[src/rtl/kdwm_ram.sv]
// ----------------------------------------------------------------------------
// kdwm_ram
// Generic simple dual-port RAM: one write port, one registered read port.
// ----------------------------------------------------------------------------
module kdwm_ram #(
  parameter int WIDTH = 8,
  parameter int DEPTH = 16,
  parameter int AW    = (DEPTH > 1) ? $clog2(DEPTH) : 1
) (
  input  logic             clk,
  input  logic             we,
  input  logic [AW-1:0]    waddr,
  input  logic [WIDTH-1:0] wdata,
  input  logic [AW-1:0]    raddr,
  output logic [WIDTH-1:0] rdata
);

  logic [WIDTH-1:0] mem [DEPTH];

  always_ff @(posedge clk) begin
    if (we) begin
      mem[waddr] <= wdata;
    end
    rdata <= mem[raddr];
  end

endmodule

[config.mk]
export PLATFORM = sky130hd
export DESIGN_NAME = kdwm_ram
export DESIGN_NICKNAME = d
export VERILOG_FILES = /design/src/rtl/kdwm_ram.sv
export SDC_FILE = /design/constraint.sdc
export NUM_CORES = 1
export LEC_CHECK = 0
export BUFFER_PORTS_ARGS = -buffer_cell sky130_fd_sc_hd__buf_2
export CORE_UTILIZATION = 60
export DETAILED_ROUTE_END_ITERATION = 8
export GPL_ROUTABILITY_DRIVEN = 1
export PLACE_DENSITY_LB_ADDON = 0.12
export SYNTH_ARGS = -nofsm -noshare
export SYNTH_HDL_FRONTEND = slang
export SYNTH_SLANG_ARGS = --single-unit
[constraint.sdc]
create_clock -name clk -period 1.9 [get_ports clk]
set_input_delay 0.285 -clock clk [delete_from_list [all_inputs] [get_ports clk]]
set_output_delay 0.285 -clock clk [all_outputs]
set_load 0.005 [all_outputs]
### Word level (Yosys, flattened, before mapping)

Memory sizes are Yosys's and may differ from the RTL's. A register that Yosys moved wholly into a read port is not among the register bits.
Cells that the tools add are included.

* flip-flop bits (word level): 0
* bits in writable memories: 128
* input bits: 18
* output and inout port bits: 8
* logic and storage cells: 3
* memories: 1

* mux-type cells: 2

Memories
* mem: depth 16, width 8, read ports 1, clocked after memory_dff 1, write ports 1, RTL line 18 `logic [WIDTH-1:0] mem [DEPTH];`

Operators with widths (count)
* $mux 1: 2

### Depth between registers and ports, before layout

* depth after elaboration: 2
* depth in mapped cells: 5
* mapped depth without buffers: 3

### Worst setup path after synthesis

No wires, ideal clock.

* kind: in2reg
* from: in waddr[2]
* to: mem mem[0][0], enable pin
* setup time: 383 ps
* arrival time: 1395 ps
* required time: 1517 ps
* setup slack: 122 ps
* cell stages on the path: 2
* path buffers: 0
* cell sequence: or3b_2 > nor3_1

RTL lines
* start: declaration: RTL line 12 `input logic [AW-1:0] waddr,`
* end: declaration: RTL line 18

Straight into the memory's write port.

==> results.yml <==
timing:
  max_clock_freq_mhz: 739
  fin_tns_setup_ns: 0
  report.final.hold_viol_count: 0
  slew_headroom: 0.732
  final-setup-viol-count: 0
  finalCritPeriodShare: 0.712
  worstMarginPinSlew_ns: 0.402
  layout_setup_ws_ns: 0.547
  rsz0062_at_grt: "no"
  drv_slew: 0
  fin_worst_skew_ns: 0.00751
  period_needed_ns: 1.35
flow_run:
  drv_cap: 0
cts:
  clk_latency_ns: 0.51
  numCtsBuffers: 17
  clock_sinks: 136
  h-tree-depth: 4
  clk_path_buf_depth: 2
  clockRootBuffer: "clkbuf_8"
  cts_setup_buffers: 0
  path_clk_slew_ns: 0.06
  cts_resized: 0
  cts_tree: "yes"
  postCtsHoldBufs: 0
floorplanning:
  die_area_um2: 8950
  io-pin-count: 26
  coreArea_um2: 8260
  std_cell_rows: 33
  initial_core_util: 0.623
  die_y_um: 94.6
  die_width_um: 94.6
placement:
  hpwl_um: 5500
  portBuffers: 25
  place_area_um2: 5490
  pre_cts_slack_ns: 0.144
  place_congestion: 0.720
finish:
  drive_above_1_share: 0.321
  antenna_cells: 0
  nNetsFinal: 301
  n_fill_cell: 484
  area_growth_pct: 17.8
  design_area_um2: 6060
  most-common-layout-cells: "edfxtp_1, buf_2, mux4_2, buf_4"
  final_common_cell: "edfxtp_1"
setup_path:
  crit_fanout: 1
  crit_arrival_ns: 1.73
  slowest_delay_ns: 0.50
  crit_slowest_cell: "mux4_1"
  r2r_slack_ns: 0.55
  worstSetupPathType: "reg -> reg"
  rr_startpoint: "mem[10][5]"
  cp-end-kind: "flop"
  crit_chain: "mux4_1 > a22oi_1 > nand2_1"
  cp-startpoint: "mem[10][5]"
  reg2reg_depth: 3
  cp.required_ns: 2.28
  cp-start-kind: "flop"
synth:
  synth_top_cell_by_area: "edfxtp_1"
  synth-seq-cells: 136
  syn_area_um2: 5150
  syn-num-nets: 247
  ys_top_cells_by_area: "edfxtp_1, mux4_2, mux4_1, dfxtp_1, a22oi_1"
  avgSynthCellArea_um2: 22.5
  ys_types: 19
  netlist.area_leader.share: 0.747
  ys_seq_area_frac: 0.778
  ys_warn_count: 0
  synth_cells: 229
worst_hold_path:
  hp-class: "in -> reg"
  holdPathStages: 1
  hp-start: "wdata[5]"
pwr:
  p_seq_frac: 0.501
  p_sw_mw: 1.32
  p_per_area_nw_per_um2: 1110
  p_sw_frac: 0.197
  comb_power_share: 0.044
  clockPowerShare: 0.454
  ir_drop_uv: 711
  fin_total_pwr_mw: 6.74
  cellInternalPower_mw: 5.41
  power.leakage_nw: 2.08
route:
  ant_nets: 0
  finalWirelength_um: 9390
  firstDrtPassIters: 4
  wl_per_cell_um: 23.4
  vias: 2408
  viasPerCell: 6.00
  drt_iter0_drc: 173
  drc: 0
global_routing:
  grt_max_degree: 33
  met2_usage: 0.381
  grtUsageMet3: 0.0684
  grt_pass1_vias: 2455
  grtUsageMet1: 0.329
  grt_pass1_wl_um: 14200
  track_usage: 0.243
  grt-busiest-layer: "met2"
  antenna_found_initial: 0
  grt-ovfl-total: 0
run_status:
  status: "finished clean"
## cells in the mapped netlist
cell type,count
dfxtp_1,8
nor2_1,13
buf_6,3
nand2b_1,2
mux4_1,14
and2b_1,1
nand3_1,1
nand2_1,9
buf_4,1
nor3_1,4
nor2b_1,1
or3b_2,1
clkdlybuf4s25_2,3
and2_1,1
buf_2,3
a22oi_1,16
edfxtp_1,128
mux4_2,18
nand3b_1,2
## sequential cells by signal (all words and copies together), names as in the netlist
register,flops
mem,128
rdata,8
## worst max-delay path, delay by kind of cell, from the launching register on
kind	cells	cell delay (ns)
AOI/OAI and AO/OA	1	0.26
DFF	1	0.37
muxes	1	0.50
and+or+nand+nor	1	0.10
## cell type report
| cell class | count | area, um^2 | share of cell area |
|---|---|---|---|
| flip-flops and latches | 136 | 4000 | 0.660 |
| multi-input cells | 83 | 1060 | 0.174 |
| clock buffers | 20 | 445 | 0.0734 |
| repair buffers | 45 | 300 | 0.0495 |
| well taps | 105 | 131 | 0.0217 |
| clock inverters | 12 | 126 | 0.0208 |
## worst paths after layout
check                   end
setup / recovery   rdata[5]
hold / removal    mem[0][5]
setup reg to reg   rdata[5]
hold reg to reg    rdata[1]
## power groups by stage
| stage | logic, mW | registers, mW | clock network (mW) |
|---|---|---|---|
| after floorplan | 0.170 | 3.43 | 0 |
| after global placement | 0.298 | 3.44 | 0 |
| after detailed placement | 0.303 | 3.44 | 0 |
| after CTS | 0.306 | 3.38 | 3.11 |
| after global routing | 0.327 | 3.38 | 3.25 |
| final | 0.300 | 3.38 | 3.06 |
## routing by layer
metal	wire length, um	vias up
li1	-	1084
met1	3820	1240
met2	4970	80
met3	559	4
met4	42	0
met5	0	-
## through the flow
stage,cells,util,hold WS [ns]
final,401,0.734,0.156
after global routing,401,0.734,0.145
after CTS,401,0.734,0.141
after detailed placement,369,0.665,0.659
after global placement,369,0.665,0.649
after floorplan,229,-,0.384
## logic make-up after synthesis
| family | count (synthesis) | share of synthesized area |
|---|---|---|
| muxes | 32 | 0.150 |
| DFF | 136 | 0.778 |
| AOI/OAI and AO/OA | 16 | 0.0233 |
| buffers and inverters | 10 | 0.0168 |
| and+or+nand+nor | 35 | 0.0318 |
(Power assumes the default switching activity.)
