===== src/rtl/kdwm_pkg.sv =====
// ----------------------------------------------------------------------------
// kdwm_pkg
// Shared widths, register indexes and types for the disjoint window max sum.
// ----------------------------------------------------------------------------
package kdwm_pkg;

  localparam int MAX_WINDOW = 64;
  localparam int MAX_COUNT  = 16;

  localparam int VALUE_W = 30;
  localparam int SUM_W   = 36;
  localparam int TOTAL_W = 40;
  localparam int LEN_W   = 7;
  localparam int CNT_W   = 5;

  localparam int SLOT_W     = (MAX_WINDOW > 1) ? $clog2(MAX_WINDOW) : 1;
  localparam int J_W        = (MAX_COUNT > 1) ? $clog2(MAX_COUNT) : 1;
  localparam int ROW_ADDR_W = SLOT_W + J_W;
  localparam int ROW_DEPTH  = MAX_WINDOW * MAX_COUNT;
  localparam int FILL_MAX   = 2 * MAX_WINDOW;
  localparam int FILL_W     = $clog2(FILL_MAX + 1);

  localparam int CFG_IDX_W  = 2;
  localparam int CFG_DATA_W = 7;

  localparam logic [CFG_IDX_W-1:0] REG_WINDOW_LEN   = 2'd0;
  localparam logic [CFG_IDX_W-1:0] REG_WINDOW_COUNT = 2'd1;

  typedef struct packed {
    logic [LEN_W-1:0] window_len;
    logic [CNT_W-1:0] window_count;
  } cfg_t;

endpackage


===== src/rtl/kdwm_ctrl.sv =====
// ----------------------------------------------------------------------------
// kdwm_ctrl
// Item sequencer: updates the running window sum through the delay line
// memory, then walks the row entries of the current slot one per cycle.
// ----------------------------------------------------------------------------
module kdwm_ctrl import kdwm_pkg::*; (
  input  logic                  clk,
  input  logic                  rst,
  input  cfg_t                  cfg,
  input  logic                  clear,
  input  logic                  cfg_valid,
  output logic                  idle,
  input  logic                  in_valid,
  output logic                  in_ready,
  input  logic [VALUE_W-1:0]    sample_value,
  input  logic                  last_item,
  output logic                  out_valid,
  input  logic                  out_ready,
  output logic [TOTAL_W-1:0]    best_total,
  output logic                  dly_we,
  output logic [SLOT_W-1:0]     dly_addr,
  output logic [VALUE_W-1:0]    dly_wdata,
  input  logic [VALUE_W-1:0]    dly_rdata,
  output logic                  row_we,
  output logic [ROW_ADDR_W-1:0] row_waddr,
  output logic [TOTAL_W-1:0]    row_wdata,
  output logic [ROW_ADDR_W-1:0] keep_raddr,
  output logic [ROW_ADDR_W-1:0] back_raddr,
  input  logic [TOTAL_W-1:0]    keep_rdata,
  input  logic [TOTAL_W-1:0]    back_rdata
);

  typedef enum logic [3:0] {
    S_IDLE  = 4'b0001,
    S_DELAY = 4'b0010,
    S_ROWS  = 4'b0100,
    S_DONE  = 4'b1000
  } state_t;

  state_t              state;
  logic [SLOT_W-1:0]   slot;
  logic [FILL_W-1:0]   fill;
  logic [SUM_W-1:0]    total;
  logic [VALUE_W-1:0]  sample;
  logic                last;
  logic [CNT_W-1:0]    jcur;
  logic [TOTAL_W-1:0]  best;

  logic                accept;
  logic [SLOT_W-1:0]   prev;
  logic [SLOT_W-1:0]   slot_next;
  logic [FILL_W-1:0]   two_len;
  logic                upd;
  logic                keep_ok;
  logic                back_ok;
  logic [CNT_W-1:0]    rj;
  logic [CNT_W-1:0]    rj_keep;
  logic [CNT_W-1:0]    rj_back;
  logic [CNT_W-1:0]    jw;
  logic [VALUE_W-1:0]  old;
  logic [TOTAL_W-1:0]  keep;
  logic [TOTAL_W-1:0]  back;
  logic [TOTAL_W-1:0]  take;
  logic [TOTAL_W-1:0]  pick;
  logic                out_load;

  assign idle     = (state == S_IDLE);
  assign in_ready = idle & ~cfg_valid;
  assign accept   = in_valid & in_ready;

  assign prev      = (slot == '0) ? SLOT_W'(cfg.window_len - LEN_W'(1)) : slot - SLOT_W'(1);
  assign slot_next = ((LEN_W'(slot) + LEN_W'(1)) == cfg.window_len) ? '0 : slot + SLOT_W'(1);

  assign two_len = FILL_W'(cfg.window_len) << 1;
  assign upd     = (fill >= FILL_W'(cfg.window_len));
  assign keep_ok = (fill > FILL_W'(cfg.window_len));
  assign back_ok = (fill >= two_len);

  assign dly_addr  = slot;
  assign dly_we    = (state == S_DELAY);
  assign dly_wdata = sample;
  assign old       = keep_ok ? dly_rdata : '0;

  assign rj         = (state == S_ROWS) ? jcur - CNT_W'(1) : cfg.window_count;
  assign rj_keep    = rj - CNT_W'(1);
  assign rj_back    = rj - CNT_W'(2);
  assign keep_raddr = {prev, rj_keep[J_W-1:0]};
  assign back_raddr = {slot, rj_back[J_W-1:0]};

  assign keep = keep_ok ? keep_rdata : '0;
  assign back = (back_ok && jcur >= CNT_W'(2)) ? back_rdata : '0;
  assign take = back + TOTAL_W'(total);
  assign pick = (take > keep) ? take : keep;

  assign jw        = jcur - CNT_W'(1);
  assign row_we    = (state == S_ROWS);
  assign row_waddr = {slot, jw[J_W-1:0]};
  assign row_wdata = pick;

  assign out_load = (state == S_DONE) && last && (!out_valid || out_ready);

  always_ff @(posedge clk) begin
    if (rst) begin
      state     <= S_IDLE;
      slot      <= '0;
      fill      <= '0;
      total     <= '0;
      out_valid <= 1'b0;
    end else begin
      if (out_valid && out_ready && !out_load) begin
        out_valid <= 1'b0;
      end
      unique case (state)
        S_IDLE: begin
          if (clear) begin
            slot  <= '0;
            fill  <= '0;
            total <= '0;
          end else if (accept) begin
            if (fill != FILL_W'(FILL_MAX)) begin
              fill <= fill + FILL_W'(1);
            end
            state <= S_DELAY;
          end
        end
        S_DELAY: begin
          total <= total + SUM_W'(sample) - SUM_W'(old);
          if (upd && cfg.window_count != '0) begin
            state <= S_ROWS;
          end else begin
            state <= S_DONE;
          end
        end
        S_ROWS: begin
          if (jcur == CNT_W'(1)) begin
            state <= S_DONE;
          end
        end
        S_DONE: begin
          if (!last) begin
            slot  <= slot_next;
            state <= S_IDLE;
          end else if (out_load) begin
            out_valid <= 1'b1;
            slot      <= '0;
            fill      <= '0;
            total     <= '0;
            state     <= S_IDLE;
          end
        end
        default: state <= S_IDLE;
      endcase
    end
  end

  always_ff @(posedge clk) begin
    if (accept) begin
      sample <= sample_value;
      last   <= last_item;
    end
    if (state == S_DELAY) begin
      jcur <= cfg.window_count;
      best <= '0;
    end else if (state == S_ROWS) begin
      jcur <= jcur - CNT_W'(1);
      if (jcur == cfg.window_count) begin
        best <= pick;
      end
    end
    if (out_load) begin
      best_total <= best;
    end
  end

endmodule


===== config.mk =====
export PLATFORM = sky130hd
export DESIGN_NAME = kdwm_ctrl
export DESIGN_NICKNAME = d
export VERILOG_FILES = /design/src/rtl/kdwm_pkg.sv /design/src/rtl/kdwm_ctrl.sv
export SDC_FILE = /design/constraint.sdc
export NUM_CORES = 1
export LEC_CHECK = 0
export BUFFER_PORTS_ARGS = -buffer_cell sky130_fd_sc_hd__buf_2
export CAP_MARGIN = 20
export CORE_MARGIN = 5
export CORE_UTILIZATION = 35
export CTS_BUF_LIST = sky130_fd_sc_hd__clkbuf_4
export CTS_CLUSTER_SIZE = 24
export DETAILED_ROUTE_END_ITERATION = 8
export SYNTH_ARGS = -nofsm -noshare
export SYNTH_HDL_FRONTEND = slang
export SYNTH_SLANG_ARGS = --single-unit

===== constraint.sdc =====
create_clock -name clk -period 13.59 [get_ports clk]
set_input_delay 2.718 -clock clk [delete_from_list [all_inputs] [get_ports clk]]
set_output_delay 2.718 -clock clk [all_outputs]
set_load 0.01 [all_outputs]

== Yosys cells after proc, flatten, opt, wreduce, memory -nomap -nowiden ==
Cells that the tools add are included.

* Bits in registers: 171
* Input bits: 159
* Output and inout port bits: 151
* Word-level logic and storage cells: 99

* $add $sub $neg: 11
* Magnitude comparators: 5
* Equality and inequality tests: 17
* Multiplexer cells: 34
* Bitwise logic cells: 3
* Reduce and logical (&&, ||, !) cells: 19

{| class="wikitable"
|+ Operator list
! cell !! number
|-
| 40-bit 2-to-1 mux || 3
|-
| 36-bit 2-to-1 mux || 3
|-
| 36-bit case mux with 3 select lines || 1
|-
| 40-bit by 36-bit adder with 40-bit output || 1
|-
| 40-bit greater-than comparator || 1
|-
| 8-bit 2-to-1 mux || 5
|-
| 36-bit by 30-bit adder with 36-bit output || 1
|-
| 36-bit by 30-bit subtractor with 36-bit output || 1
|-
| 30-bit 2-to-1 mux || 1
|-
| 6-bit 2-to-1 mux || 5
|-
| 4-bit 2-to-1 mux || 7
|-
| 4-bit case mux with 4 select lines || 1
|-
| 8-bit case mux with 2 select lines || 1
|-
| 6-bit case mux with 2 select lines || 1
|-
| 6-bit by 1-bit subtractor with 6-bit output, second input constant || 2
|-
| 5-bit 2-to-1 mux || 2
|-
| 8-bit by 1-bit adder with 8-bit output, second input constant || 1
|-
| 8-bit by 7-bit greater-or-equal comparator with 1-bit output || 1
|-
| 8-bit greater-or-equal comparator || 1
|-
| 8-bit by 7-bit greater-than comparator with 1-bit output || 1
|-
| 2-bit inequality test, second input constant || 4
|-
| 8-bit inequality test, second input constant || 1
|-
| 4-bit AND reduction || 2
|-
| 6-bit by 1-bit adder with 7-bit output, second input constant || 1
|-
| 28 further kinds || 41
|}

== Logic depth before layout (Yosys ltp) ==
* Depth in word-level cells: 9
* Mapped depth: 34
* Mapped depth without buffers: 31

== Worst setup path after synthesis ==
Ideal clock, no wire load.

* Path kind: input to output
* Start: in cfg[6] (netlist bit)
* End: out row_wdata[16]
* Arrival time: 8.020 ns
* Required time: 10.872 ns
* Setup slack: 2.852 ns
* Stages: 27
* Path buffers: 3
* Cells stage by stage: inv_1 > ha_1 > a21boi_0 > o21ai_0 > a21oi_1 > o2111ai_1 > nand2_1 > clkbuf_1 > clkbuf_1 > and2_1 > ha_1 > buf_2 > and4_1 > nand3_1 > or4b_1 > a31oi_1 > o31ai_2 > o32ai_2 > xnor2_1 > a21oi_1 > ha_1 > nand4_1 > o21ai_0 > o21ai_0 > nor2_1 > clkinv_1 > o31ai_1

* Longest elaborated chain between the ends: 6
* Elaborated cells between the ends (all ways): 8
* Those cells by class: 1 x add/sub; 3 x order compare; 3 x mux; 1 x reduce/logical

{| class="wikitable"
|+ Ends and longest elaborated chain
! item !! RTL line !! source
|-
| from (decl) || kdwm_ctrl.sv:9 || <nowiki>input cfg_t cfg,</nowiki>
|-
| 8-bit greater-or-equal comparator || kdwm_ctrl.sv:77 || <nowiki>assign back_ok = (fill >= two_len);</nowiki>
|-
| 1-bit logical AND || kdwm_ctrl.sv:91 || <nowiki>assign back = (back_ok && jcur >= CNT_W'(2)) ? back_rdata : '0;</nowiki>
|-
| 40-bit 2-to-1 mux || kdwm_ctrl.sv:91 ||
|-
| 40-bit by 36-bit adder with 40-bit output || kdwm_ctrl.sv:92 || <nowiki>assign take = back + TOTAL_W'(total);</nowiki>
|-
| 40-bit greater-than comparator || kdwm_ctrl.sv:93 || <nowiki>assign pick = (take > keep) ? take : keep;</nowiki>
|-
| 40-bit 2-to-1 mux * || kdwm_ctrl.sv:93 ||
|-
| to (decl) || kdwm_ctrl.sv:26 || <nowiki>output logic [TOTAL_W-1:0] row_wdata,</nowiki>
|}

Mark *: on every way between the ends. The rest lies on a longest branch, timed or not.

== Final worst setup path ==
Same ends and word-level chain as after synthesis.

==> run summary <==
### Pwr
- combinational group share of total power: 0.437
- LEAKAGE: 7.60 nW
- total power divided by cell area: 101 mW/mm²
- sequential share of power: 0.366
- Sw Share: 0.419
- IR drop worst, VDD: 0.0000981 V
- Internal: 0.924 mW
- clock network power share: 0.196
- net switching component of the power: 0.667 mW

### Clock network
- clock net sink count: 171
- clock latency on the worst-skew pair: 0.65 ns
- PostCTS Resize Cnt: 0
- number of buffers inserted to repair setup after CTS: 0
- TritonCTS Buffers: 17
- clk buf depth: 2
- Hold Buf Count CTS: 0
- clock tree from TritonCTS: yes
- H-tree depth reported by CTS: 4
- clock slew at reported path FFs: 0.16 ns
- clock tree root driver cell: sky130_fd_sc_hd__clkbuf_4

### Final layout
- share of cells above drive strength 1: 0.194
- final core utilization: 0.417
- number of nets in the layout: 2213
- Filler Cell Count: 3938
- layout overhead on the synthesized area: 17.0%

### Hold path
- worst hold path startpoint: best[22]
- worst hold path type: reg -> reg

### STA
- Relative slew margins: 0.481
- actual transition at the worst max-transition pin: 0.768 ns
- Fin. Hold Viols: 0
- final-report setup violation count: 0
- worst clock skew: 0.0336 ns
- post-layout minimum cycle time: 12.65 ns
- highest clock frequency the design can meet: 0.0791 GHz
- unrepaired setup endpoints after global routing: no
- final-report max-slew violation count: 0
- setup tns final: 0 ns
- share of the cycle needed by the critical path after routing: 0.931

### Synth
- commonest cells in the synthesized netlist: sky130_fd_sc_hd__nand2_1 (186), sky130_fd_sc_hd__inv_1 (168), sky130_fd_sc_hd__a21oi_1 (138)
- Post-synth ARST share: 0
- cell count after synthesis: 1617
- cell area after technology mapping: 0.0135 mm²
- Seq/Total Area, Yosys: 0.310
- average cell area after synthesis: 8.34 µm²
- Yosys top cell by area: sky130_fd_sc_hd__edfxtp_1
- Synth Register Bits: 171
- area fraction of the dominant cell type after synthesis: 0.169
- yosys warns: 0
- dominant synthesized flop cell: sky130_fd_sc_hd__dfxtp_1
- Post-Syn Nets: 1943
- most common cell in the netlist: sky130_fd_sc_hd__nand2_1
- number of distinct standard cells referenced by the synthesized netlist: 74
- Post-synth EDFFs: 76
- largest cells by area after synthesis: sky130_fd_sc_hd__edfxtp_1 (17%), sky130_fd_sc_hd__dfxtp_1 (14%), sky130_fd_sc_hd__ha_1 (13%)

### GRT
- M3 GR Usage: 0.0485
- overall overflow remaining after global route: 0
- pin count of the biggest net entering global routing: 58
- met2 GRT Util: 0.306
- number of global-route vias before repair: 11700
- Total Routing Usage GR: 0.189
- busiest grt layer: met2
- wire length of the first global-routing pass: 63.4 mm
- antenna violations before repair: 15
- met1 track utilization from global routing: 0.250

### Setup path
- Crit Path Max Fanout: 38
- type of element launching the critical path: input port
- largest incremental delay on the critical path: 0.62 ns
- critical path data arrival time: 9.93 ns
- cell with the largest stage delay on the worst path: sky130_fd_sc_hd__nor2_4
- data required time of the worst path: 10.87 ns
- worst reg2reg startpoint: fill[1]
- kind of end point of the critical path: primary output
- start point of the critical path: cfg[6]
- category of the most critical setup path: in -> out

### Floorplan
- Die X: 206 µm
- Core Footprint: 0.0378 mm²
- DIE HEIGHT: 206 µm
- Starting Density: 0.356
- row count: 71
- Total Die Area: 0.0425 mm²
- number of top-level pins: 310

### Route
- DRT iter0 DRCs: 666
- number of vias per cell: 4.97
- Residual DRC: 0
- number of vias in the routed layout: 12000
- drt first pass iters: 5
- DRT antenna net count: 0
- total routed wirelength: 41.0 mm
- routed length per placed instance: 17.0 µm

### Run
- # Max-Cap Violations: 0

### Run status
- run status: finished, final reports clean

### Placed design
- weighted congestion reported at the end of routability-driven placement: 0.925
- total of buffers placed on input and output ports: 309
- final HPWL from detailed placement: 33.9 mm

## power by group through the flow
stage          sequential (mW)  combinational, mW  clock [mW]
4_1_cts                  0.583              0.700       0.328
3_3_place_gp             0.595              0.690           0
6_report                 0.583              0.695       0.313
3_5_place_dp             0.594              0.697           0
5_1_grt                  0.587              0.792       0.349
2_1_floorplan            0.595              0.509           0
## metrics by stage
step | instances | instance area (µm²) | hold slack [ns] | power [mW] | setup WS (ns)
final | 2417 | 15800 | 0.432 | 1.59 | 0.940
after global routing | 2414 | 15800 | 0.444 | 1.73 | 0.248
after CTS | 2410 | 15700 | 0.431 | 1.61 | 0.931
after detailed placement | 2378 | 15500 | 0.408 | 1.29 | 0.984
after global placement | 2378 | 15500 | 0.405 | 1.29 | 1.02
after floorplan | 1617 | 13500 | 0.400 | 1.10 | 2.85
## state kept, by name, indices dropped and copies added, names as in the netlist
name        count
best           40
best_total     40
total          36
dly_wdata      30
fill            8
dly_addr        6
jcur            5
state           4
last            1
out_valid       1
## cell families after synthesis
group,count (synthesis),share of synthesized area
and+or+nand+nor,519,0.184
adders and majority gates,167,0.172
DFF,171,0.310
AOI/OAI and AO/OA,418,0.195
buffers and inverters,239,0.0707
muxes,8,0.00622
xor gates and xnor gates,95,0.0617
## final timing paths
path	to	cells past startpoint	slack [ns]
max reg2reg	best[16]	28	5.95
max	row_wdata[16]	28	0.94
min reg2reg	best_total[22]	0	0.43
min	best_total[22]	0	0.43
## cells in the final DEF, fill, tap and decap left out, types with 5 or more instances in the layout
master,Yosys,routed
sky130_fd_sc_hd__inv_1,168,167
sky130_fd_sc_hd__diode_2,0,6
sky130_fd_sc_hd__buf_4,13,11
sky130_fd_sc_hd__o21a_1,14,14
sky130_fd_sc_hd__nand3_1,29,29
sky130_fd_sc_hd__a22oi_1,22,22
sky130_fd_sc_hd__nor3_1,16,16
sky130_fd_sc_hd__ha_1,136,136
sky130_fd_sc_hd__nor2b_1,13,12
sky130_fd_sc_hd__edfxtp_1,76,76
sky130_fd_sc_hd__o211a_1,8,8
sky130_fd_sc_hd__nor2_1,119,117
sky130_fd_sc_hd__o211ai_1,8,8
sky130_fd_sc_hd__nand2_1,186,186
sky130_fd_sc_hd__a211oi_1,12,12
sky130_fd_sc_hd__clkbuf_4,0,18
sky130_fd_sc_hd__inv_6,0,8
sky130_fd_sc_hd__buf_2,6,309
sky130_fd_sc_hd__xor2_1,46,46
sky130_fd_sc_hd__o31ai_1,9,9
sky130_fd_sc_hd__o21ai_0,86,86
sky130_fd_sc_hd__nand4_1,27,27
sky130_fd_sc_hd__nand2b_1,18,18
sky130_fd_sc_hd__a21oi_1,138,138
sky130_fd_sc_hd__mux2i_1,5,5
sky130_fd_sc_hd__a31oi_1,15,15
sky130_fd_sc_hd__and2_1,73,73
sky130_fd_sc_hd__xnor2_1,49,49
sky130_fd_sc_hd__a21boi_0,6,6
sky130_fd_sc_hd__fa_1,31,31
sky130_fd_sc_hd__and3_1,8,8
sky130_fd_sc_hd__o21bai_1,10,10
sky130_fd_sc_hd__o21ai_1,10,10
sky130_fd_sc_hd__dfxtp_1,95,95
sky130_fd_sc_hd__a21o_1,47,47
## metal layers
metal	vias to the layer above	routed length, µm
met2	304	18600
met3	57	2700
met1	5491	18800
li1	6152	-
met4	18	829
met5	-	128
## worst max-delay path, delay by kind of cell
| kind | cells | cell delay [ns] |
|---|---|---|
| compound gates | 12 | 3.30 |
| fa+ha+maj | 4 | 1.21 |
| buf+inv | 5 | 1.11 |
| simple gates | 7 | 1.58 |
## cell type report
cell class	instances	area (µm²)	area share
diodes	6	15.0	0.000952
clock buffers	18	135	0.00857
clock inverters	14	151	0.00960
inverters	169	634	0.0402
multi-input cells	1207	8370	0.530
flip-flops and latches	171	4180	0.265
well taps	511	639	0.0405
repair buffers	321	1650	0.105
(Power assumes the default switching activity.)
