==> src/rtl/kdwm_pkg.sv <==
// ----------------------------------------------------------------------------
// kdwm_pkg
// Shared widths, register indexes and types for the disjoint window max sum.
// ----------------------------------------------------------------------------
package kdwm_pkg;

  localparam int MAX_WINDOW = 64;
  localparam int MAX_COUNT  = 16;

  localparam int VALUE_W = 30;
  localparam int SUM_W   = 36;
  localparam int TOTAL_W = 40;
  localparam int LEN_W   = 7;
  localparam int CNT_W   = 5;

  localparam int SLOT_W     = (MAX_WINDOW > 1) ? $clog2(MAX_WINDOW) : 1;
  localparam int J_W        = (MAX_COUNT > 1) ? $clog2(MAX_COUNT) : 1;
  localparam int ROW_ADDR_W = SLOT_W + J_W;
  localparam int ROW_DEPTH  = MAX_WINDOW * MAX_COUNT;
  localparam int FILL_MAX   = 2 * MAX_WINDOW;
  localparam int FILL_W     = $clog2(FILL_MAX + 1);

  localparam int CFG_IDX_W  = 2;
  localparam int CFG_DATA_W = 7;

  localparam logic [CFG_IDX_W-1:0] REG_WINDOW_LEN   = 2'd0;
  localparam logic [CFG_IDX_W-1:0] REG_WINDOW_COUNT = 2'd1;

  typedef struct packed {
    logic [LEN_W-1:0] window_len;
    logic [CNT_W-1:0] window_count;
  } cfg_t;

endpackage

==> src/rtl/kdwm_cfg.sv <==
// ----------------------------------------------------------------------------
// kdwm_cfg
// Configuration registers with range clamping; flags a stream clear on write.
// ----------------------------------------------------------------------------
module kdwm_cfg import kdwm_pkg::*; (
  input  logic                  clk,
  input  logic                  rst,
  input  logic                  cfg_valid,
  input  logic                  cfg_ready,
  input  logic [CFG_IDX_W-1:0]  cfg_index,
  input  logic [CFG_DATA_W-1:0] cfg_data,
  output cfg_t                  cfg,
  output logic                  clear
);

  logic [LEN_W-1:0] len_next;
  logic [CNT_W-1:0] count_next;
  logic             wr;

  assign wr    = cfg_valid & cfg_ready;
  assign clear = wr & ((cfg_index == REG_WINDOW_LEN) | (cfg_index == REG_WINDOW_COUNT));

  always_comb begin
    len_next   = cfg_data[LEN_W-1:0];
    count_next = cfg_data[CNT_W-1:0];
    if (len_next == '0) begin
      len_next = LEN_W'(1);
    end else if (len_next > LEN_W'(MAX_WINDOW)) begin
      len_next = LEN_W'(MAX_WINDOW);
    end
    if (count_next > CNT_W'(MAX_COUNT)) begin
      count_next = CNT_W'(MAX_COUNT);
    end
  end

  always_ff @(posedge clk) begin
    if (rst) begin
      cfg.window_len   <= LEN_W'(1);
      cfg.window_count <= CNT_W'(1);
    end else if (wr) begin
      unique case (cfg_index)
        REG_WINDOW_LEN:   cfg.window_len   <= len_next;
        REG_WINDOW_COUNT: cfg.window_count <= count_next;
        default: ;
      endcase
    end
  end

endmodule

==> config.mk <==
export PLATFORM = sky130hd
export DESIGN_NAME = kdwm_cfg
export DESIGN_NICKNAME = d
export VERILOG_FILES = /design/src/rtl/kdwm_pkg.sv /design/src/rtl/kdwm_cfg.sv
export SDC_FILE = /design/constraint.sdc
export NUM_CORES = 1
export LEC_CHECK = 0
export BUFFER_PORTS_ARGS = -buffer_cell sky130_fd_sc_hd__buf_2
export CAP_MARGIN = 10
export CORE_AREA = 4 4 41 43
export DETAILED_ROUTE_END_ITERATION = 8
export DIE_AREA = 0 0 45 47
export GPL_TIMING_DRIVEN = 0
export PLACE_DENSITY = 0.69
export SETUP_SLACK_MARGIN = 0.02
export SLEW_MARGIN = 20
export SYNTH_ARGS = -nofsm -noshare
export SYNTH_HDL_FRONTEND = slang
export SYNTH_SLANG_ARGS = --single-unit
==> constraint.sdc <==
create_clock -name clk -period 1.39 [get_ports clk]
set_input_delay 0.0695 -clock clk [delete_from_list [all_inputs] [get_ports clk]]
set_output_delay 0.0695 -clock clk [all_outputs]
set_load 0.01 [all_outputs]
======== After elaboration in Yosys (flattened, before gate mapping) ========
Index checks and enable logic that the tools add are counted.
word-level totals
  register bits after elaboration ......... 12
  word-level logic and storage cells ...... 15
  input port bits ......................... 13
operators by class
  equal/unequal tests ..................... 1
  multiplexer cells ....................... 3
  bitwise gates (word level) .............. 3
  $lt $le $gt $ge ......................... 2
  reduce and logical (&&, ||, !) cells .... 4
operators by type and width
  kind                                                                    number
  7-bit 2-to-1 mux                                                        2
  7-bit > comparator (second input constant)                              1
  7-bit logical NOT                                                       1
  5-bit > comparator (second input constant)                              1
  5-bit 2-to-1 mux                                                        1
  2-bit AND reduction                                                     2
  1-bit bitwise AND                                                       2
  2-bit by 1-bit equality test with 1-bit output (second input constant)  1
  2-bit logical NOT                                                       1
  1-bit OR                                                                1

======== Longest topological paths before layout ========
Gate-level depths: netlist (run 1).
  word-level depth ........................ 3
  gate-level depth with buffers ........... 4
  gate-level depth less buffers ........... 3

======== Worst setup path after synthesis (run 1) ========
No wires, ideal clock.
  path type ............................... input-to-reg
  start point ............................. in cfg_index[1]
  end point ............................... reg cfg[1] (netlist name)
  stages .................................. 3
  buffers on the path ..................... 0
  arrival ................................. 0.771 ns
  path slack .............................. 0.548 ns
  setup time .............................. 0.070 ns
  cell sequence ........................... nand4b_4 > or3b_1 > a21oi_1
on the way
  word-level cells in the longest chain between the ends .. 2
RTL lines
  element                                         RTL line        source
  start, declared                                 kdwm_cfg.sv:10  input logic [CFG_IDX_W-1:0] cfg_index,
  2-bit by 1-bit equality test with 1-bit output  kdwm_cfg.sv:41  unique case (cfg_index)
  2-bit AND reduction (no source line)            --
  end, declared                                   kdwm_cfg.sv:12  output cfg_t cfg,
Every way passes these cells.
A chain may end at the register's enable or synchronous reset.

======== Worst setup path after layout (run 1) ========
  start point ............................. reg cfg[7] (netlist name)
  end point ............................... out cfg[7] (netlist name)
No word-level cell between the ends.

==> results.md, run 1 <==
- Site Rows: 13
- Synthesized Nets: 68
- IO Pins: 26
- Leakage: 0.306 nW
- M2 GR Usage: 18.9%
- Drt pass-1 iters: 2
- Place WS: 0.344 ns
- Peak VDD IR: 0.636 mV
- Clock skew: 0 ns
- PwrDens: 1020 nW/um^2
- Highest Clock Rate: 1.23 GHz
- Non-Filler Instances: 99
- Grt met3 use: 2.30%
- Layout cells sized above 1: 36.9%
- Num CTS Buffers: 3
- Seq/Total Area, Yosys: 47.5%
- Placed Cells incl. Taps: 95
- Hold Slack: 0.00408 ns
- Final hold violations: 0
- Crit-path max cell delay: 0.34 ns
- DRC errors left: 0
- GRT Overall Usage: 12.5%
- Post-DP HPWL: 906 um
- Overall die width: 45 um
- Final period utilization: 58.3%
- CORE AREA: 1300 um^2
- Cell area after placement: 649 um^2
- Final Critical Period: 0.810 ns
- Share of the synthesized area in the top cell type: 47.5%
- Synth top area cells: dfxtp_1 (48%), a21oi_1 (11%), nand2_1 (8.2%)
- Clock Power Share: 39.9%
- Status: complete, no violations
- RSZ-0062 raised after global routing: no
- Root buf cell: clkbuf_4
- CP Capture Type: output port
- HP Class: in2reg
- Maximum root-to-sink buffer count: 2
- ANT cells: 0
- Design Area, Final: 686 um^2
- Number of DRC markers in iteration 0: 8
- Port Buffers: 25
- Flops & latches, synth: 12
- Setup Fix Bufs, Post-CTS: 0
- Layout Utilization: 52.7%
- Crit path cell chain: buf_2
- Netlist cell types: 15
- DR vias/cell: 5.07
- First-pass GRT wire length: 1930 um
- Buf/Inv on CP: 1
- GR Overflow Total: 0
- Most flop-heavy register: cfg
- Final Power: 702 uW
- WL final: 1170 um
- Critical path fanouts, max: 2
- Largest regs: cfg x12
- Slowest-stage cell, CP: dfxtp_1
- Final Wtd Congestion: 0.778
- Cell family with most CP delay: flip-flops
- Worst EP required: 1.32 ns
- Pint: 541 uW
- GRT met1 Usage: 16.0%
- Net load switching power: 161 uW
- Layer with the highest usage: met2
- Final TNS setup: 0 ns
- CTS tree: done
- Height of the die: 47 um
- Total number of vias: 502
- Largest net degree at the start of global routing: 11
- Sequential share of power: 50.2%
- Leading area contributor after synthesis: dfxtp_1
- Avg WL per Cell: 11.8 um
- P&R area growth vs syn: 35.6%
- Max reg flops: 12
- Syn Std Cell Area: 505 um^2
- Combinational share of power: 10.0%
- Synth warnings: 0
- Syn_area_per_cell: 9.19 um^2
- Initial Util: 38.8%
- Actual slew at the worst max-slew pin: 0.453 ns
- H-tree Lvls: 1
- Die Area: 2120 um^2
- Post-synthesis cell count: 55
- Setup ws final: 0.580 ns
- Max_slew headroom: 69.8%
- Clk sinks: 12
- Final setup violation count: 0
- Sw Share: 23.0%
- Critical Path Source Type: register
- Initial antenna violation count: 0
- Crit path DAT: 0.74 ns
- Hold_buf cts: 0
- Cts repair resizes: 0
- Number of nets with antenna violations after routing: 0
- Nets: 98
- Vias in the first global route: 476
- Final Max Tran Viols: 0
- Clk pin slew, worst setup/hold paths: 0.08 ns
- Clk_lat worst skew: 0.27 ns
- MaxCap Viol Count: 0
- Setup CP Type: reg2out
==> placed cells by master, fill, tap and decap left out, drive strengths merged <==
cell type,netlist,layout
nor3,1,1
nand2,11,11
a211o,1,1
nand4b,1,1
or3b,3,3
dfxtp,12,12
mux2i,1,1
buf,0,25
nor3b,1,1
nand3b,5,5
nor2,3,3
a21oi,11,11
clkbuf,2,6
o31ai,1,1
nand4bb,1,1
and4bb,1,1
==> Yosys cell counts (all sizes together) <==
cell type / number
nor3: 1
nor2: 3
a211o: 1
nand2: 11
o31ai: 1
clkbuf: 2
and4bb: 1
or3b: 3
nand3b: 5
dfxtp: 12
nand4bb: 1
nor3b: 1
nand4b: 1
mux2i: 1
a21oi: 11
==> cells by family after synthesis <==
family	after synthesis	synth area share [%]
AOI/OAI and AO/OA	13	14.1
DFF	12	47.5
buffers and inverters	2	1.49
and+or+nand+nor	27	34.9
muxes	1	1.98
==> power groups by stage <==
stage | logic [mW] | clock network [mW] | registers, mW
after floorplan | 0.0265 | 0 | 0.364
after global placement | 0.0694 | 0 | 0.360
after global routing | 0.0778 | 0.299 | 0.353
after detailed placement | 0.0707 | 0 | 0.360
after CTS | 0.0708 | 0.287 | 0.352
final | 0.0701 | 0.280 | 0.352
==> layer usage <==
metal  vias up  part of all wire, %
li1        257                    -
met1       230                   48
met2        15                   45
met3         0                  6.8
met4         0                    0
met5         -                    0
==> final cells by class <==
cell class,instances,area (um^2)
clock buffer,4,36.3
sequential,12,240
fill,146,616
tap,15,18.8
multi-input combinational,41,258
timing repair buffer,25,125
buffer,2,7.51
==> path summary, 6_finish.rpt <==
check / endpoint / cells past startpoint / slack (ns) / from
max: cfg[7] / 1 / 0.58 / cfg[7]
min: cfg[0] / 2 / 0.004 / rst
max reg2reg: cfg[0] / 1 / 0.74 / cfg[0]
min reg2reg: cfg[9] / 2 / 0.45 / cfg[9]
Power figures use the tool's default switching activity.
==> run 2: changes to the inputs <==
clock period = 0.8 ns   (was 1.39 ns; I/O delays follow)
==> run 2 against run 1 <==
Compared with the run above:
- non-clock buffer count rose by 1
- first-iteration DRC count rose by 13%
- worst setup slack got worse by 0.53 ns
- sequential power rose by 75%
- clock power rose by 23%
- cell count did not move
- register-to-register slack got worse by 0.67 ns
- worst hold slack improved by 0.0022 ns
- clock-buffer cell count fell by 1
==> results.md, run 2 (synthesized netlist as in run 1, its figures left out) <==
- Status: complete, no violations
- Total number of vias: 500
- Hold path start: rst
- Highest Clock Rate: 1.33 GHz
- M1 WL: 524 um
- Clk_lat worst skew: 0.26 ns
- Final Max Tran Viols: 0
- CP Capture Type: output port
- Initial Util: 38.8%
- Drt pass-1 iters: 3
- Pint: 845 uW
- Slowest-stage cell, CP: dfxtp_2
- Sw Share: 22.5%
- Final setup violation count: 0
- DR vias/cell: 5.05
- Nets: 99
- DR WL met2: 525 um
- Clock Power Share: 31.6%
- Place WS: -0.189 ns
- FF-to-FF Start: cfg[5]
- Setup CP Type: reg2out
- Crit path cell chain: buf_2
- WL final: 1170 um
- Metal3 WL: 108 um
- Cell area after placement: 649 um^2
- Overall die width: 45 um
- DRC errors left: 0
- ANT cells: 0
- GR Overflow Total: 0
- Combinational share of power: 11.9%
- Max Used Layer: met4
- CORE AREA: 1300 um^2
- Die Area: 2120 um^2
- Site Rows: 13
- Worst EP required: 0.76 ns
- Number of nets with antenna violations after routing: 0
- Peak VDD IR: 0.831 mV
- P&R area growth vs syn: 43.1%
- CTS tree: done
- HP Class: in2reg
- Most common cell after layout, fill and taps aside: buf_2
- GRT Overall Usage: 12.3%
- Num CTS Buffers: 3
- Setup ws final: 0.0464 ns
- Root buf cell: clkbuf_4
- PwrDens: 1510 nW/um^2
- H-tree Lvls: 1
- Critical Path Source Type: register
- Crit path DAT: 0.71 ns
- Critical Path Source: cfg[5]
- MaxCap Viol Count: 0
- Final period utilization: 94.2%
- Final hold violations: 0
- Initial antenna violation count: 0
- Clk pin slew, worst setup/hold paths: 0.07 ns
- Design Area, Final: 723 um^2
- RSZ-0062 raised after global routing: no
- Clk sinks: 12
- Actual slew at the worst max-slew pin: 0.421 ns
- Final Critical Period: 0.754 ns
- Net load switching power: 245 uW
- Most frequent cells in the layout: buf_2 (21), dfxtp_2 (12), nand2_1 (11)
- Layout cells sized above 1: 52.4%
- Sequential share of power: 56.5%
- IO Pins: 26
- Largest regs: cfg x12
- Final Wtd Congestion: 0.733
- Layout Utilization: 55.6%
- Leakage: 0.310 nW
- Post-DP HPWL: 892 um
- Port Buffers: 25
- Max reg flops: 12
- Crit-path max cell delay: 0.33 ns
- Height of the die: 47 um
- Cell family with most CP delay: flip-flops
- Avg WL per Cell: 11.8 um
- Clock skew: 0 ns
- Critical path fanouts, max: 2
- Number of DRC markers in iteration 0: 9
- First-pass GRT wire length: 1930 um
- Max_slew headroom: 71.9%
- Maximum root-to-sink buffer count: 2
- Vias in the first global route: 474
- Buf/Inv on CP: 1
- Most flop-heavy register: cfg
- Largest net degree at the start of global routing: 11
-- run 2: changes by cell type in the layout (fill, tap and decap cells not counted) --
cell / before / now
dfxtp_1: 12 / 0
dfxtp_2: 0 / 12
buf_2: 25 / 21
buf_6: 0 / 4
a21oi_1: 11 / 10
a21oi_2: 0 / 1
buf_4: 0 / 1
clkbuf_8: 1 / 0
-- run 2: area by class of cell --
class | instances | area [um^2]
multi-input combinational | 41 | 262
buffer | 2 | 7.51
tap | 15 | 18.8
fill | 133 | 578
clock buffer | 3 | 22.5
timing repair buffer | 26 | 158
sequential | 12 | 255
-- run 2: repair_timing --
action / CTS / global route
gates resized for setup: 1 / 16
hold endpoints to repair: 2 / 0
setup endpoints to repair: 1 / 14
hold buffers: 1 / 0
buffers inserted: 0 / 1
-- run 2: power groups by stage --
stage / Clock (mW) / Combinational, mW / Sequential, mW
global placement: 0 / 0.122 / 0.626
detailed placement: 0 / 0.124 / 0.626
finish: 0.344 / 0.130 / 0.615
floorplan: 0 / 0.0461 / 0.632
global route: 0.390 / 0.143 / 0.616
CTS: 0.357 / 0.127 / 0.613
-- run 2: layer usage --
metal  vias to the layer above  track usage [%]
li1                        259                -
met1                       221             15.0
met2                        18             19.5
met3                         2             3.45
met4                         0             7.02
met5                         -                0
-- run 2: path summary, 6_finish.rpt --
kind	depth (start not counted)	end	slack [ns]
worst min-delay path	3	cfg[5]	0.006
worst max register to register	3	cfg[5]	0.07
worst max-delay path	1	cfg[5]	0.05
worst min register to register	2	cfg[3]	0.45
-- run 2: metrics by stage --
step	hold WS (ns)	setup TNS, ns	cells	power (mW)
global route	0.0247	0	99	1.15
floorplan	0.128	0	55	0.678
finish	0.00628	0	99	1.09
global placement	0.259	-1.05	95	0.748
CTS	0.0234	0	99	1.10
detailed placement	0.263	-1.13	95	0.750
==> run 3: changes to the inputs <==
clock period = 0.9 ns   (was 0.8 ns; I/O delays follow)
==> run 3 against run 2 <==
Compared with the run above:
- sequential cell count unchanged
- critical path depth stayed put
- register-to-register slack gained 0.18 ns
- wire length grew 2.5%
- die area unchanged
- critical endpoint is now cfg[7]
==> results.md, run 3 (synthesized netlist as in run 1, its figures left out) <==
- Status: complete, no violations
- Sequential share of power: 50.0%
- P&R area growth vs syn: 37.6%
- Height of the die: 47 um
- Largest regs: cfg x12
- Vias in the first global route: 479
- Actual slew at the worst max-slew pin: 0.445 ns
- Nets: 99
- Final Max Tran Viols: 0
- CTS tree: done
- Most flop-heavy register: cfg
- GR Overflow Total: 0
- Clk_lat worst skew: 0.28 ns
- Clk pin slew, worst setup/hold paths: 0.08 ns
- Post-DP HPWL: 906 um
- Max_slew headroom: 70.3%
- GRT Overall Usage: 12.7%
- CORE AREA: 1300 um^2
- Layout cells sized above 1: 36.5%
- Clk sinks: 12
- Final Critical Period: 0.787 ns
- Leakage: 0.310 nW
- Clock skew: 0 ns
- MaxCap Viol Count: 0
- Initial antenna violation count: 0
- Net load switching power: 249 uW
- Drt pass-1 iters: 4
- ANT cells: 0
- Number of nets with antenna violations after routing: 0
- Sw Share: 22.9%
- Largest net degree at the start of global routing: 11
- Maximum root-to-sink buffer count: 2
- Cell family with most CP delay: flip-flops
- Combinational share of power: 10.3%
- Crit-path max cell delay: 0.34 ns
- Clock Power Share: 39.7%
- Final setup violation count: 0
- Final period utilization: 87.4%
- Most common cell after layout, fill and taps aside: buf_2
- Pint: 838 uW
- CP Capture Type: output port
- Total number of vias: 510
- Buf/Inv on CP: 1
- Highest Clock Rate: 1.27 GHz
- Most frequent cells in the layout: buf_2 (25), dfxtp_1 (12), nand2_1 (11), a21oi_1 (11), nand3b_1 (5)
- Final Wtd Congestion: 0.778
- Die Area: 2120 um^2
- Final TNS setup: 0 ns
- Setup CP Type: reg2out
- Num CTS Buffers: 3
- Setup Fix Bufs, Post-CTS: 0
- H-tree Lvls: 1
- DR vias/cell: 5.10
- Initial Util: 38.8%
- Worst EP required: 0.85 ns
- Overall die width: 45 um
- Crit path DAT: 0.74 ns
- DRC errors left: 0
- Hold Slack: 0.0223 ns
- Placed Cells incl. Taps: 95
- PwrDens: 1560 nW/um^2
- HP Class: in2reg
- Cts repair resizes: 0
- Fill count: 144
- First-pass GRT wire length: 1970 um
- Number of DRC markers in iteration 0: 8
- Port Buffers: 25
- Critical Path Source Type: register
- Avg WL per Cell: 12.0 um
- Non-Filler Instances: 100
- Crit path cell chain: buf_2
- Peak VDD IR: 0.990 mV
- Max reg flops: 12
- Site Rows: 13
- Critical path fanouts, max: 2
- Final hold violations: 0
- WL final: 1200 um
- IO Pins: 26
- Slowest-stage cell, CP: dfxtp_1
- RSZ-0062 raised after global routing: no
- Root buf cell: clkbuf_4
-- run 3: cell count changes in the layout (fill, tap and decap cells not counted) --
cell,previous run,this run
clkbuf_8,0,1
buf_4,1,0
buf_6,4,0
buf_2,21,25
a21oi_1,10,11
dlygate4sd3_1,0,1
dfxtp_1,0,12
a21oi_2,1,0
dfxtp_2,12,0
-- run 3: through the flow --
stage                     area [um^2]  power (mW)  util, %  worst slack, ns
final                             696        1.09     53.5            0.113
after CTS                         696        1.10     53.5            0.108
after detailed placement          649       0.666     49.9           -0.122
after global placement            649       0.664     49.9           -0.109
after floorplan                   505       0.602        -           0.0827
after global routing              696        1.13     53.5           0.0656
-- run 3: power by group through the flow --
stage | Clock, mW | Combinational, mW | Sequential (mW)
6_report | 0.431 | 0.112 | 0.544
3_5_place_dp | 0 | 0.109 | 0.557
2_1_floorplan | 0 | 0.0409 | 0.562
3_3_place_gp | 0 | 0.107 | 0.556
4_1_cts | 0.443 | 0.113 | 0.544
5_1_grt | 0.461 | 0.124 | 0.545
-- run 3: final timing paths --
path	from	to	slack (ns)	cells past startpoint
worst max-delay path	cfg[7]	cfg[7]	0.11	1
worst min-delay path	cfg_data[6]	cfg[5]	0.02	2
worst max register to register	cfg[0]	cfg[0]	0.25	1
worst min register to register	cfg[1]	cfg[1]	0.46	2
-- run 3: layer usage --
metal  track usage (%)  vias to the layer above  part of all wire, %
met5                 0                        -                    0
met4              8.77                        0                  1.9
met3              2.30                        3                  9.1
met2              19.5                       24                   44
met1              16.2                      224                   45
li1                  -                      259                    -
-- run 3: timing repair --
action                                  CTS  global route
hold buffers                              1             0
endpoints found under the setup margin    0             0
hold endpoints to repair                  2             0
-- run 3: layout make-up --
type                    instances  area, um^2  area share (%)
multi-input cells              41         258            37.1
flip-flops and latches         12         240            34.5
repair buffers                 26         135            19.4
clock buffers                   4        36.3            5.22
well taps                      15        18.8            2.70
plain buffers                   2        7.51            1.08
